### src/rtl/core/clswh_pkg.sv
// Shared codes, register indexes and helpers for the chat line cleaner.
package clswh_pkg;

   // Widths fixed by the beat layout
   localparam int BYTE_W        = 8;
   localparam int KEY_W         = 64;
   localparam int KEY_LEN_W     = 4;
   localparam int CSR_INDEX_W   = 3;
   localparam int CSR_DATA_W    = 64;
   localparam int KEY_COUNT     = 3;
   localparam int KEY_CHARS_DEF = 8;

   localparam logic [BYTE_W-1:0] WRAP_WIDTH_RESET = 8'd80;

   // Control and replacement bytes
   localparam logic [BYTE_W-1:0] CHAR_NUL       = 8'h00;
   localparam logic [BYTE_W-1:0] CHAR_BOLD      = 8'h02;
   localparam logic [BYTE_W-1:0] CHAR_COLOR     = 8'h03;
   localparam logic [BYTE_W-1:0] CHAR_RESET     = 8'h0F;
   localparam logic [BYTE_W-1:0] CHAR_REVERSE   = 8'h16;
   localparam logic [BYTE_W-1:0] CHAR_UNDERLINE = 8'h1F;
   localparam logic [BYTE_W-1:0] CHAR_COMMA     = 8'h2C;
   localparam logic [BYTE_W-1:0] CHAR_ZERO      = 8'h30;
   localparam logic [BYTE_W-1:0] CHAR_NINE      = 8'h39;
   localparam logic [BYTE_W-1:0] CHAR_QUESTION  = 8'h3F;
   localparam logic [BYTE_W-1:0] CHAR_CR        = 8'h0D;
   localparam logic [BYTE_W-1:0] CHAR_LF        = 8'h0A;
   localparam logic [BYTE_W-1:0] CHAR_UPPER_A   = 8'h41;
   localparam logic [BYTE_W-1:0] CHAR_UPPER_Z   = 8'h5A;
   localparam logic [BYTE_W-1:0] CASE_OFFSET    = 8'h20;

   // Configuration register indexes
   typedef enum logic [CSR_INDEX_W-1:0] {
      CSR_WRAP_WIDTH   = 3'd0,
      CSR_KEY_A        = 3'd1,
      CSR_KEY_A_LENGTH = 3'd2,
      CSR_KEY_B        = 3'd3,
      CSR_KEY_B_LENGTH = 3'd4,
      CSR_KEY_C        = 3'd5,
      CSR_KEY_C_LENGTH = 3'd6
   } csr_index_type;

   // Color code stripping phase, one-hot
   typedef enum logic [2:0] {
      PH_TEXT  = 3'b001,
      PH_COLOR = 3'b010,
      PH_COMMA = 3'b100
   } strip_phase_type;

   // Results still owed for one input beat, lowest bit goes out first
   typedef struct packed {
      logic beep;
      logic lf;
      logic cr;
      logic text;
   } pend_type;

   function automatic logic [BYTE_W-1:0] fold_case(input logic [BYTE_W-1:0] c);
      if (c >= CHAR_UPPER_A && c <= CHAR_UPPER_Z) begin
         return c + CASE_OFFSET;
      end
      return c;
   endfunction

endpackage

### src/rtl/core/chat_line_code_strip_wrap_highlight_unit.sv
// Chat line cleaner: code stripping, row wrap with CR LF, keyword highlight beep.
//
// One raw byte of a chat line comes in per req beat, tlast on the line's last byte.
// Bold, underline, reverse and reset codes are dropped; a color code goes with its
// digits, one comma and the digits after it; bytes of 0x80 and up turn into '?';
// a NUL ends the line's text and later bytes up to tlast are ignored. Cleaned bytes
// go out on rsp with CR LF after every wrap_width bytes and after a partial last row.
// If any of the three keywords matched anywhere in the cleaned text, one beep beat
// (tdata zero, tuser high) follows the line's text. rsp tlast marks the last beat
// of a line; a line that gives no beat at all gives no tlast. Each accepted byte is
// decoded in the cycle it is taken; its results (at most four) are queued in a small
// pending set that the output register drains one beat per cycle while rsp_tready
// is high. A byte with zero or one result lets the next byte in straight away, so
// plain text runs at one byte per clock unless rsp stalls; a byte with more holds
// req off until only its last result is left. Config writes are taken at any time
// (csr_ready is tied high) but should only be done while the unit is idle.
module chat_line_code_strip_wrap_highlight_unit #(
   parameter int KEY_CHARS = clswh_pkg::KEY_CHARS_DEF   // 1..8 keyword chars compared
) (
   input  logic                                clock,
   input  logic                                reset,
   // input byte stream
   input  logic                                req_tvalid,
   output logic                                req_tready,
   input  logic [clswh_pkg::BYTE_W-1:0]        req_tdata,   // [7:0] in_byte
   input  logic                                req_tlast,   // end_of_line
   // result stream
   output logic                                rsp_tvalid,
   input  logic                                rsp_tready,
   output logic [clswh_pkg::BYTE_W-1:0]        rsp_tdata,   // [7:0] out_byte
   output logic                                rsp_tuser,   // [0] is_beep
   output logic                                rsp_tlast,   // line_done
   // configuration writes
   input  logic                                csr_valid,
   output logic                                csr_ready,
   input  logic [clswh_pkg::CSR_INDEX_W-1:0]   csr_index,
   input  logic [clswh_pkg::CSR_DATA_W-1:0]    csr_data
);
   import clswh_pkg::*;

   localparam int RECENT_W = BYTE_W * KEY_CHARS;
   localparam logic [KEY_LEN_W-1:0] KEY_CHARS_LEN = KEY_LEN_W'(KEY_CHARS);

   // config registers
   logic [BYTE_W-1:0]    wrap_width_ff;
   logic [KEY_W-1:0]     key_ff     [KEY_COUNT];
   logic [KEY_LEN_W-1:0] key_len_ff [KEY_COUNT];

   // line state
   strip_phase_type      phase_ff, phase_in;
   logic [BYTE_W-1:0]    row_ff, row_in;
   logic [RECENT_W-1:0]  recent_ff, recent_in;
   logic                 seen_ff, seen_in;
   logic                 ended_ff, ended_in;

   // pending results of the last accepted beat
   pend_type             pend_ff, pend_in;
   logic [BYTE_W-1:0]    text_ff, text_in;
   logic                 eol_ff, eol_in;

   // output register
   logic                 rsp_valid_ff, rsp_valid_in;
   logic [BYTE_W-1:0]    rsp_data_ff, rsp_data_in;
   logic                 rsp_user_ff, rsp_user_in;
   logic                 rsp_last_ff, rsp_last_in;

   logic                 req_accept;
   logic                 out_free;
   logic                 out_load;
   logic                 pend_busy;

   // byte decode
   logic [BYTE_W-1:0]    in_byte;
   logic                 is_digit;
   logic                 handle;
   logic                 emit;
   logic [BYTE_W-1:0]    clean;
   logic [BYTE_W-1:0]    width_eff;
   logic [BYTE_W-1:0]    row_inc;
   logic                 wrap;
   logic                 match;
   logic [RECENT_W-1:0]  recent_shift;
   logic [KEY_LEN_W-1:0] len_eff;
   logic                 hit;
   logic [BYTE_W-1:0]    key_byte;
   pend_type             pend_new;
   pend_type             pend_drop;

   assign csr_ready  = 1'b1;
   assign pend_busy  = |pend_ff;
   assign out_free   = !rsp_valid_ff || rsp_tready;
   assign out_load   = out_free && pend_busy;
   // take a new byte once at most the last owed result is left and it leaves now
   assign req_tready = !pend_busy || ($onehot(pend_ff) && out_free);
   assign req_accept = req_tvalid && req_tready;

   assign rsp_tvalid = rsp_valid_ff;
   assign rsp_tdata  = rsp_data_ff;
   assign rsp_tuser  = rsp_user_ff;
   assign rsp_tlast  = rsp_last_ff;

   // strip, wrap and match for the incoming byte
   always_comb begin
      in_byte  = req_tdata;
      is_digit = (in_byte >= CHAR_ZERO) && (in_byte <= CHAR_NINE);
      phase_in = phase_ff;
      ended_in = ended_ff;
      handle   = 1'b0;
      emit     = 1'b0;
      clean    = in_byte;

      if (!ended_ff) begin
         handle = 1'b1;
         unique case (phase_ff)
            PH_COLOR: begin
               if (is_digit) begin
                  handle = 1'b0;
               end else if (in_byte == CHAR_COMMA) begin
                  phase_in = PH_COMMA;
                  handle   = 1'b0;
               end else begin
                  phase_in = PH_TEXT;
               end
            end
            PH_COMMA: begin
               if (is_digit) begin
                  handle = 1'b0;
               end else begin
                  phase_in = PH_TEXT;
               end
            end
            default: begin
               phase_in = PH_TEXT;
            end
         endcase

         if (handle) begin
            priority if (in_byte == CHAR_NUL) begin
               ended_in = 1'b1;
            end else if (in_byte == CHAR_COLOR) begin
               phase_in = PH_COLOR;
            end else if (in_byte == CHAR_BOLD || in_byte == CHAR_UNDERLINE ||
                         in_byte == CHAR_REVERSE || in_byte == CHAR_RESET) begin
               emit = 1'b0;
            end else if (in_byte[BYTE_W-1]) begin
               emit  = 1'b1;
               clean = CHAR_QUESTION;
            end else begin
               emit = 1'b1;
            end
         end
      end

      // window of folded bytes, newest low
      recent_shift = RECENT_W'({recent_ff, fold_case(clean)});
      recent_in    = emit ? recent_shift : recent_ff;

      // keyword compare against the shifted window
      match = 1'b0;
      for (int k = 0; k < KEY_COUNT; k++) begin
         len_eff = (key_len_ff[k] > KEY_CHARS_LEN) ? KEY_CHARS_LEN : key_len_ff[k];
         hit     = (key_len_ff[k] != '0);
         for (int i = 0; i < KEY_CHARS; i++) begin
            key_byte = key_ff[k][BYTE_W*i +: BYTE_W];
            if (KEY_LEN_W'(i) < len_eff) begin
               if (key_byte == CHAR_NUL ||
                   fold_case(key_byte) != recent_shift[BYTE_W*i +: BYTE_W]) begin
                  hit = 1'b0;
               end
            end
         end
         match = match | hit;
      end
      seen_in = seen_ff | (emit & match);

      // row wrap; zero width acts as one
      width_eff = (wrap_width_ff == '0) ? BYTE_W'(1) : wrap_width_ff;
      row_inc   = row_ff + BYTE_W'(1);
      wrap      = emit && (row_inc >= width_eff);
      row_in    = emit ? (wrap ? '0 : row_inc) : row_ff;

      pend_new.text = emit;
      pend_new.cr   = wrap || (req_tlast && row_in != '0);
      pend_new.lf   = pend_new.cr;
      pend_new.beep = req_tlast && seen_in;

      // line end clears everything
      if (req_tlast) begin
         phase_in  = PH_TEXT;
         row_in    = '0;
         recent_in = '0;
         seen_in   = 1'b0;
         ended_in  = 1'b0;
      end
   end

   // output sequencing: lowest pending result goes out first
   always_comb begin
      rsp_valid_in = rsp_valid_ff;
      rsp_data_in  = rsp_data_ff;
      rsp_user_in  = rsp_user_ff;
      rsp_last_in  = rsp_last_ff;
      pend_drop    = pend_ff;

      if (out_free) begin
         rsp_valid_in = pend_busy;
      end
      if (out_load) begin
         rsp_user_in = 1'b0;
         rsp_last_in = eol_ff && $onehot(pend_ff);
         priority if (pend_ff.text) begin
            rsp_data_in    = text_ff;
            pend_drop.text = 1'b0;
         end else if (pend_ff.cr) begin
            rsp_data_in  = CHAR_CR;
            pend_drop.cr = 1'b0;
         end else if (pend_ff.lf) begin
            rsp_data_in  = CHAR_LF;
            pend_drop.lf = 1'b0;
         end else begin
            rsp_data_in    = CHAR_NUL;
            rsp_user_in    = 1'b1;
            pend_drop.beep = 1'b0;
         end
      end

      pend_in = req_accept ? pend_new : pend_drop;
      text_in = req_accept ? clean : text_ff;
      eol_in  = req_accept ? req_tlast : eol_ff;
   end

   always_ff @(posedge clock) begin
      if (reset) begin
         wrap_width_ff <= WRAP_WIDTH_RESET;
         for (int k = 0; k < KEY_COUNT; k++) begin
            key_ff[k]     <= '0;
            key_len_ff[k] <= '0;
         end
         phase_ff     <= PH_TEXT;
         row_ff       <= '0;
         recent_ff    <= '0;
         seen_ff      <= 1'b0;
         ended_ff     <= 1'b0;
         pend_ff      <= '0;
         rsp_valid_ff <= 1'b0;
      end else begin
         if (csr_valid && csr_ready) begin
            unique case (csr_index)
               CSR_WRAP_WIDTH:   wrap_width_ff <= csr_data[BYTE_W-1:0];
               CSR_KEY_A:        key_ff[0]     <= csr_data;
               CSR_KEY_A_LENGTH: key_len_ff[0] <= csr_data[KEY_LEN_W-1:0];
               CSR_KEY_B:        key_ff[1]     <= csr_data;
               CSR_KEY_B_LENGTH: key_len_ff[1] <= csr_data[KEY_LEN_W-1:0];
               CSR_KEY_C:        key_ff[2]     <= csr_data;
               CSR_KEY_C_LENGTH: key_len_ff[2] <= csr_data[KEY_LEN_W-1:0];
               default: begin
               end
            endcase
         end
         if (req_accept) begin
            phase_ff  <= phase_in;
            row_ff    <= row_in;
            recent_ff <= recent_in;
            seen_ff   <= seen_in;
            ended_ff  <= ended_in;
         end
         pend_ff      <= pend_in;
         rsp_valid_ff <= rsp_valid_in;
      end
   end

   // payload, no reset
   always_ff @(posedge clock) begin
      text_ff     <= text_in;
      eol_ff      <= eol_in;
      rsp_data_ff <= rsp_data_in;
      rsp_user_ff <= rsp_user_in;
      rsp_last_ff <= rsp_last_in;
   end

   // new beats only come in when at most one result is still owed
   a_ready_backlog: assert property (@(posedge clock) disable iff (reset)
      req_tready |-> ($countones(pend_ff) <= 1))
      else $error("req_tready with more than one result pending");

   // a beep carries a zero byte and always closes its line
   a_beep_shape: assert property (@(posedge clock) disable iff (reset)
      (rsp_valid_ff && rsp_user_ff) |-> (rsp_data_ff == CHAR_NUL && rsp_last_ff))
      else $error("beep beat malformed");

   // line end leaves the line state cleared
   a_line_clear: assert property (@(posedge clock) disable iff (reset)
      (req_accept && req_tlast) |=> (row_ff == '0 && !seen_ff && !ended_ff))
      else $error("line state not cleared at line end");

   // a CR is always followed by its LF in the pending set
   a_crlf_pair: assert property (@(posedge clock) disable iff (reset)
      pend_ff.cr |-> pend_ff.lf)
      else $error("CR pending without LF");

endmodule

### config.mk
export PLATFORM = sky130hd
export DESIGN_NAME = chat_line_code_strip_wrap_highlight_unit
export DESIGN_NICKNAME = d
export VERILOG_FILES = /design/src/rtl/core/clswh_pkg.sv /design/src/rtl/core/chat_line_code_strip_wrap_highlight_unit.sv
export SDC_FILE = /design/constraint.sdc
export NUM_CORES = 1
export LEC_CHECK = 0
export ABC_CLOCK_PERIOD_IN_PS = 3300
export BUFFER_PORTS_ARGS = -buffer_cell sky130_fd_sc_hd__buf_2
export CAP_MARGIN = 20
export CELL_PAD_IN_SITES_DETAIL_PLACEMENT = 0
export CELL_PAD_IN_SITES_GLOBAL_PLACEMENT = 2
export CORE_ASPECT_RATIO = 2
export CORE_MARGIN = 4
export CORE_UTILIZATION = 37
export DETAILED_ROUTE_END_ITERATION = 12
export PLACE_DENSITY = 0.86
export SLEW_MARGIN = 20
export SYNTH_ARGS = -nofsm -noshare
export SYNTH_HDL_FRONTEND = slang
export SYNTH_SLANG_ARGS = --single-unit
### constraint.sdc
create_clock -name clock -period 3.3 [get_ports clock]
set_clock_uncertainty 0.05 [all_clocks]
set_input_delay 0.33 -clock clock [delete_from_list [all_inputs] [get_ports clock]]
set_output_delay 0.33 -clock clock [all_outputs]
set_load 0.01 [all_outputs]
==> flow_summary.ini <==
[layout]
multi_input_area_mm2 = 0.007246
n_fill_cell = 4064
seq_area_mm2 = 0.008338
final_cell_area_mm2 = 0.01827
drive_gt1_frac = 0.1366
nets = 1687
antenna_cells = 0
syn_to_final_growth_pct = 14.24

[critical_path]
reg2reg_slack_ps = 120
cp-end-kind = flop
crit_fanout = 3
arrival_ps = 3620
startpoint_type = flop
required_ps = 3740
worst-setup-path-type = reg -> reg

[sta]
rsz0062_at_grt = no
fmax_mhz = 314.5
tightestPinTransition_ps = 1013
report.final.slew_viol_count = 0
timing.slew.headroom = 0.3244
period_share = 0.9634
finalSetupViolations = 0
finalCriticalPeriod_ps = 3179
finalSetupTns_ps = 0
hold_viol_final = 0

[placed_design]
io_buffers = 92
dp_hpwl_mm = 33.25
place_area_mm2 = 0.01721
gp_congestion = 0.8605

[grt]
grt_max_degree = 65
grt_pass1_wl_mm = 66.52
grt_pass1_vias = 11984
grt_overflow_total = 0
antenna_found_initial = 0
grt_usage = 0.1817

[die]
die-area_mm2 = 0.04682
core_region_area_mm2 = 0.04271
start_util = 0.3745
fp.dieW_um = 155.0
dieHeight_um = 302.0
rows = 107
ios = 94

[detailed_routing]
ant_nets = 0
viasPerCell = 5.493
finalWirelength_mm = 43.22
route.detailed.drc = 0
first_pass_iters = 7
wl_per_cell_um = 20.26
drtIter0Drc = 630
vias = 11717

[yosys]
yosys-top-cells-count = edfxtp_1, nor2_1, xnor2_1
yosysUniqueCellTypes = 78
synth_most_common_cell = edfxtp_1
synth_fp_nets = 1601
synthArstFlopShare = 0
yosysWarnings = 0
synth.area.top_cells = edfxtp_1, dfxtp_1, xnor2_1
yosysSeqAreaShare = 0.5213
yosysTopAreaCellShare = 0.4187
yosysTopAreaCell = edfxtp_1
synthFlopType = edfxtp_1
synth_edf_count = 223
syn-instance-count = 1482
syn_avg_cell_area_um2 = 10.79
syn-cell-area_mm2 = 0.01599
ys_seq_elements = 305

[cts]
cts_tree = yes
numClockSinks = 305
cts-htree-levels = 1
numCtsBuffers = 26
path_clk_slew_ps = 70
post_cts_buffers = 0
clkLatencyLatePin_ps = 560
cts_root_buffer = clkbuf_16
clk_path_buf_depth = 3

[pwr]
powerDensity_mw_per_mm2 = 515.0
peakVddDrop_v = 0.0003325
leakagePower_nw = 6.586

[status]
status = finished, final reports clean

[worst_hold_path]
hp-class = in -> reg

[run]
max_cap_violations = 0
## per-stage QoR
step                      setup slack (ps)  utilization  hold WS, ps  std cells  total power, mW
final                                120.7       0.4278        17.96       2133            9.410
after global routing                0.9033       0.4278        34.89       2133            9.775
after CTS                            17.46       0.4271        6.666       2133            9.493
after detailed placement            -2.032       0.4029        401.0       2078            6.086
after global placement              -28.34       0.4029        395.4       2078            6.044
after floorplan                     -38.49            -        378.9       1482            5.559
## state kept, by name, summed over array words and instances, names as in the netlist
register,flops
pend_ff,4
text_ff,8
wrap_width_ff,8
rsp_tvalid,1
rsp_tlast,1
recent_ff,56
phase_ff,3
seen_ff,1
eol_ff,1
key_ff,192
ended_ff,1
rsp_tuser,1
key_len_ff,12
rsp_tdata,8
row_ff,8
## critical path, stage by stage (launching register included)
cell and delay, ps:
edfxtp_1 430, ha_1 320, inv_1 40, a21oi_1 120, or4b_1 440, a211o_1 390
nor4_4 380, o211ai_1 140, buf_4 160, a2111oi_2 380, a2111oi_0 130, nor2_1 110
## layout by cell type, fill, tap and decap left out, types with 14 or more instances in the layout
master     count
nor4_1        29
buf_2         92
nand3_1       30
nor2b_1       19
or3_1         14
inv_1         41
o41ai_1       14
dfxtp_1       82
ha_1          37
xnor2_1      104
o21ai_0       28
a22oi_1       61
nor3_1        41
edfxtp_1     223
buf_4         40
clkbuf_16     28
nand2_1       73
or4_1         26
a21oi_1       56
and2_1        77
nor2_1       122
xor2_1        87
## power breakdown
part | internal [mW] | leakage (nW) | total [mW] | switching, mW
clock | 1.97 | 0.468 | 3.40 | 1.43
sequential | 4.43 | 2.82 | 4.70 | 0.269
combinational | 0.530 | 3.30 | 1.31 | 0.780
total | 6.93 | 6.59 | 9.41 | 2.48
## final cells by class
type                       instances  share of cell area
clock buffer                      37             0.04239
timing repair buffer             142             0.04876
sequential                       305              0.4563
inverter                          42            0.008697
multi-input combinational       1051              0.3966
clock inverter                    11            0.009929
tap                              545             0.03732
## final timing paths
check                           startpoint                       endpoint  cells after the start
max               key_ff[0][165]$_DFFE_PP_           seen_ff$_SDFFE_PP0P_                     11
min                            csr_data[2]  wrap_width_ff[2]$_SDFFE_PP0P_                      3
min reg2reg  wrap_width_ff[0]$_SDFFE_PP0P_  wrap_width_ff[0]$_SDFFE_PP0P_                      2
max reg2reg       key_ff[0][165]$_DFFE_PP_           seen_ff$_SDFFE_PP0P_                     11
## kinds of logic after synthesis
kind of cell	after synthesis	share of synthesized area
multiplexers	13	0.008449
other	1	0.0002345
AND/OR/NAND/NOR	501	0.1656
adder cells (fa/ha/maj)	38	0.03020
AO/OA/AOI/OAI	305	0.1358
flip-flops	305	0.5213
buffers and inverters	126	0.03106
XOR/XNOR	193	0.1073
## per-layer routing
| layer | vias to the layer above | global-route usage | routed length [µm] |
|---|---|---|---|
| met1 | 5709 | 0.1793 | 14840 |
| li1 | 5647 | - | - |
| met5 | - | 0 | 0 |
| met2 | 266 | 0.3748 | 25020 |
| met3 | 95 | 0.01732 | 1521 |
| met4 | 0 | 0.07367 | 1833 |
## repair_timing
action                                  4_1_cts  5_1_grt
endpoints found under the hold margin         7        0
hold buffers                                  7        0
gates resized for setup                       1        6
endpoints found under the setup margin        2        4
No activity file was read; power rests on OpenSTA's default activity.
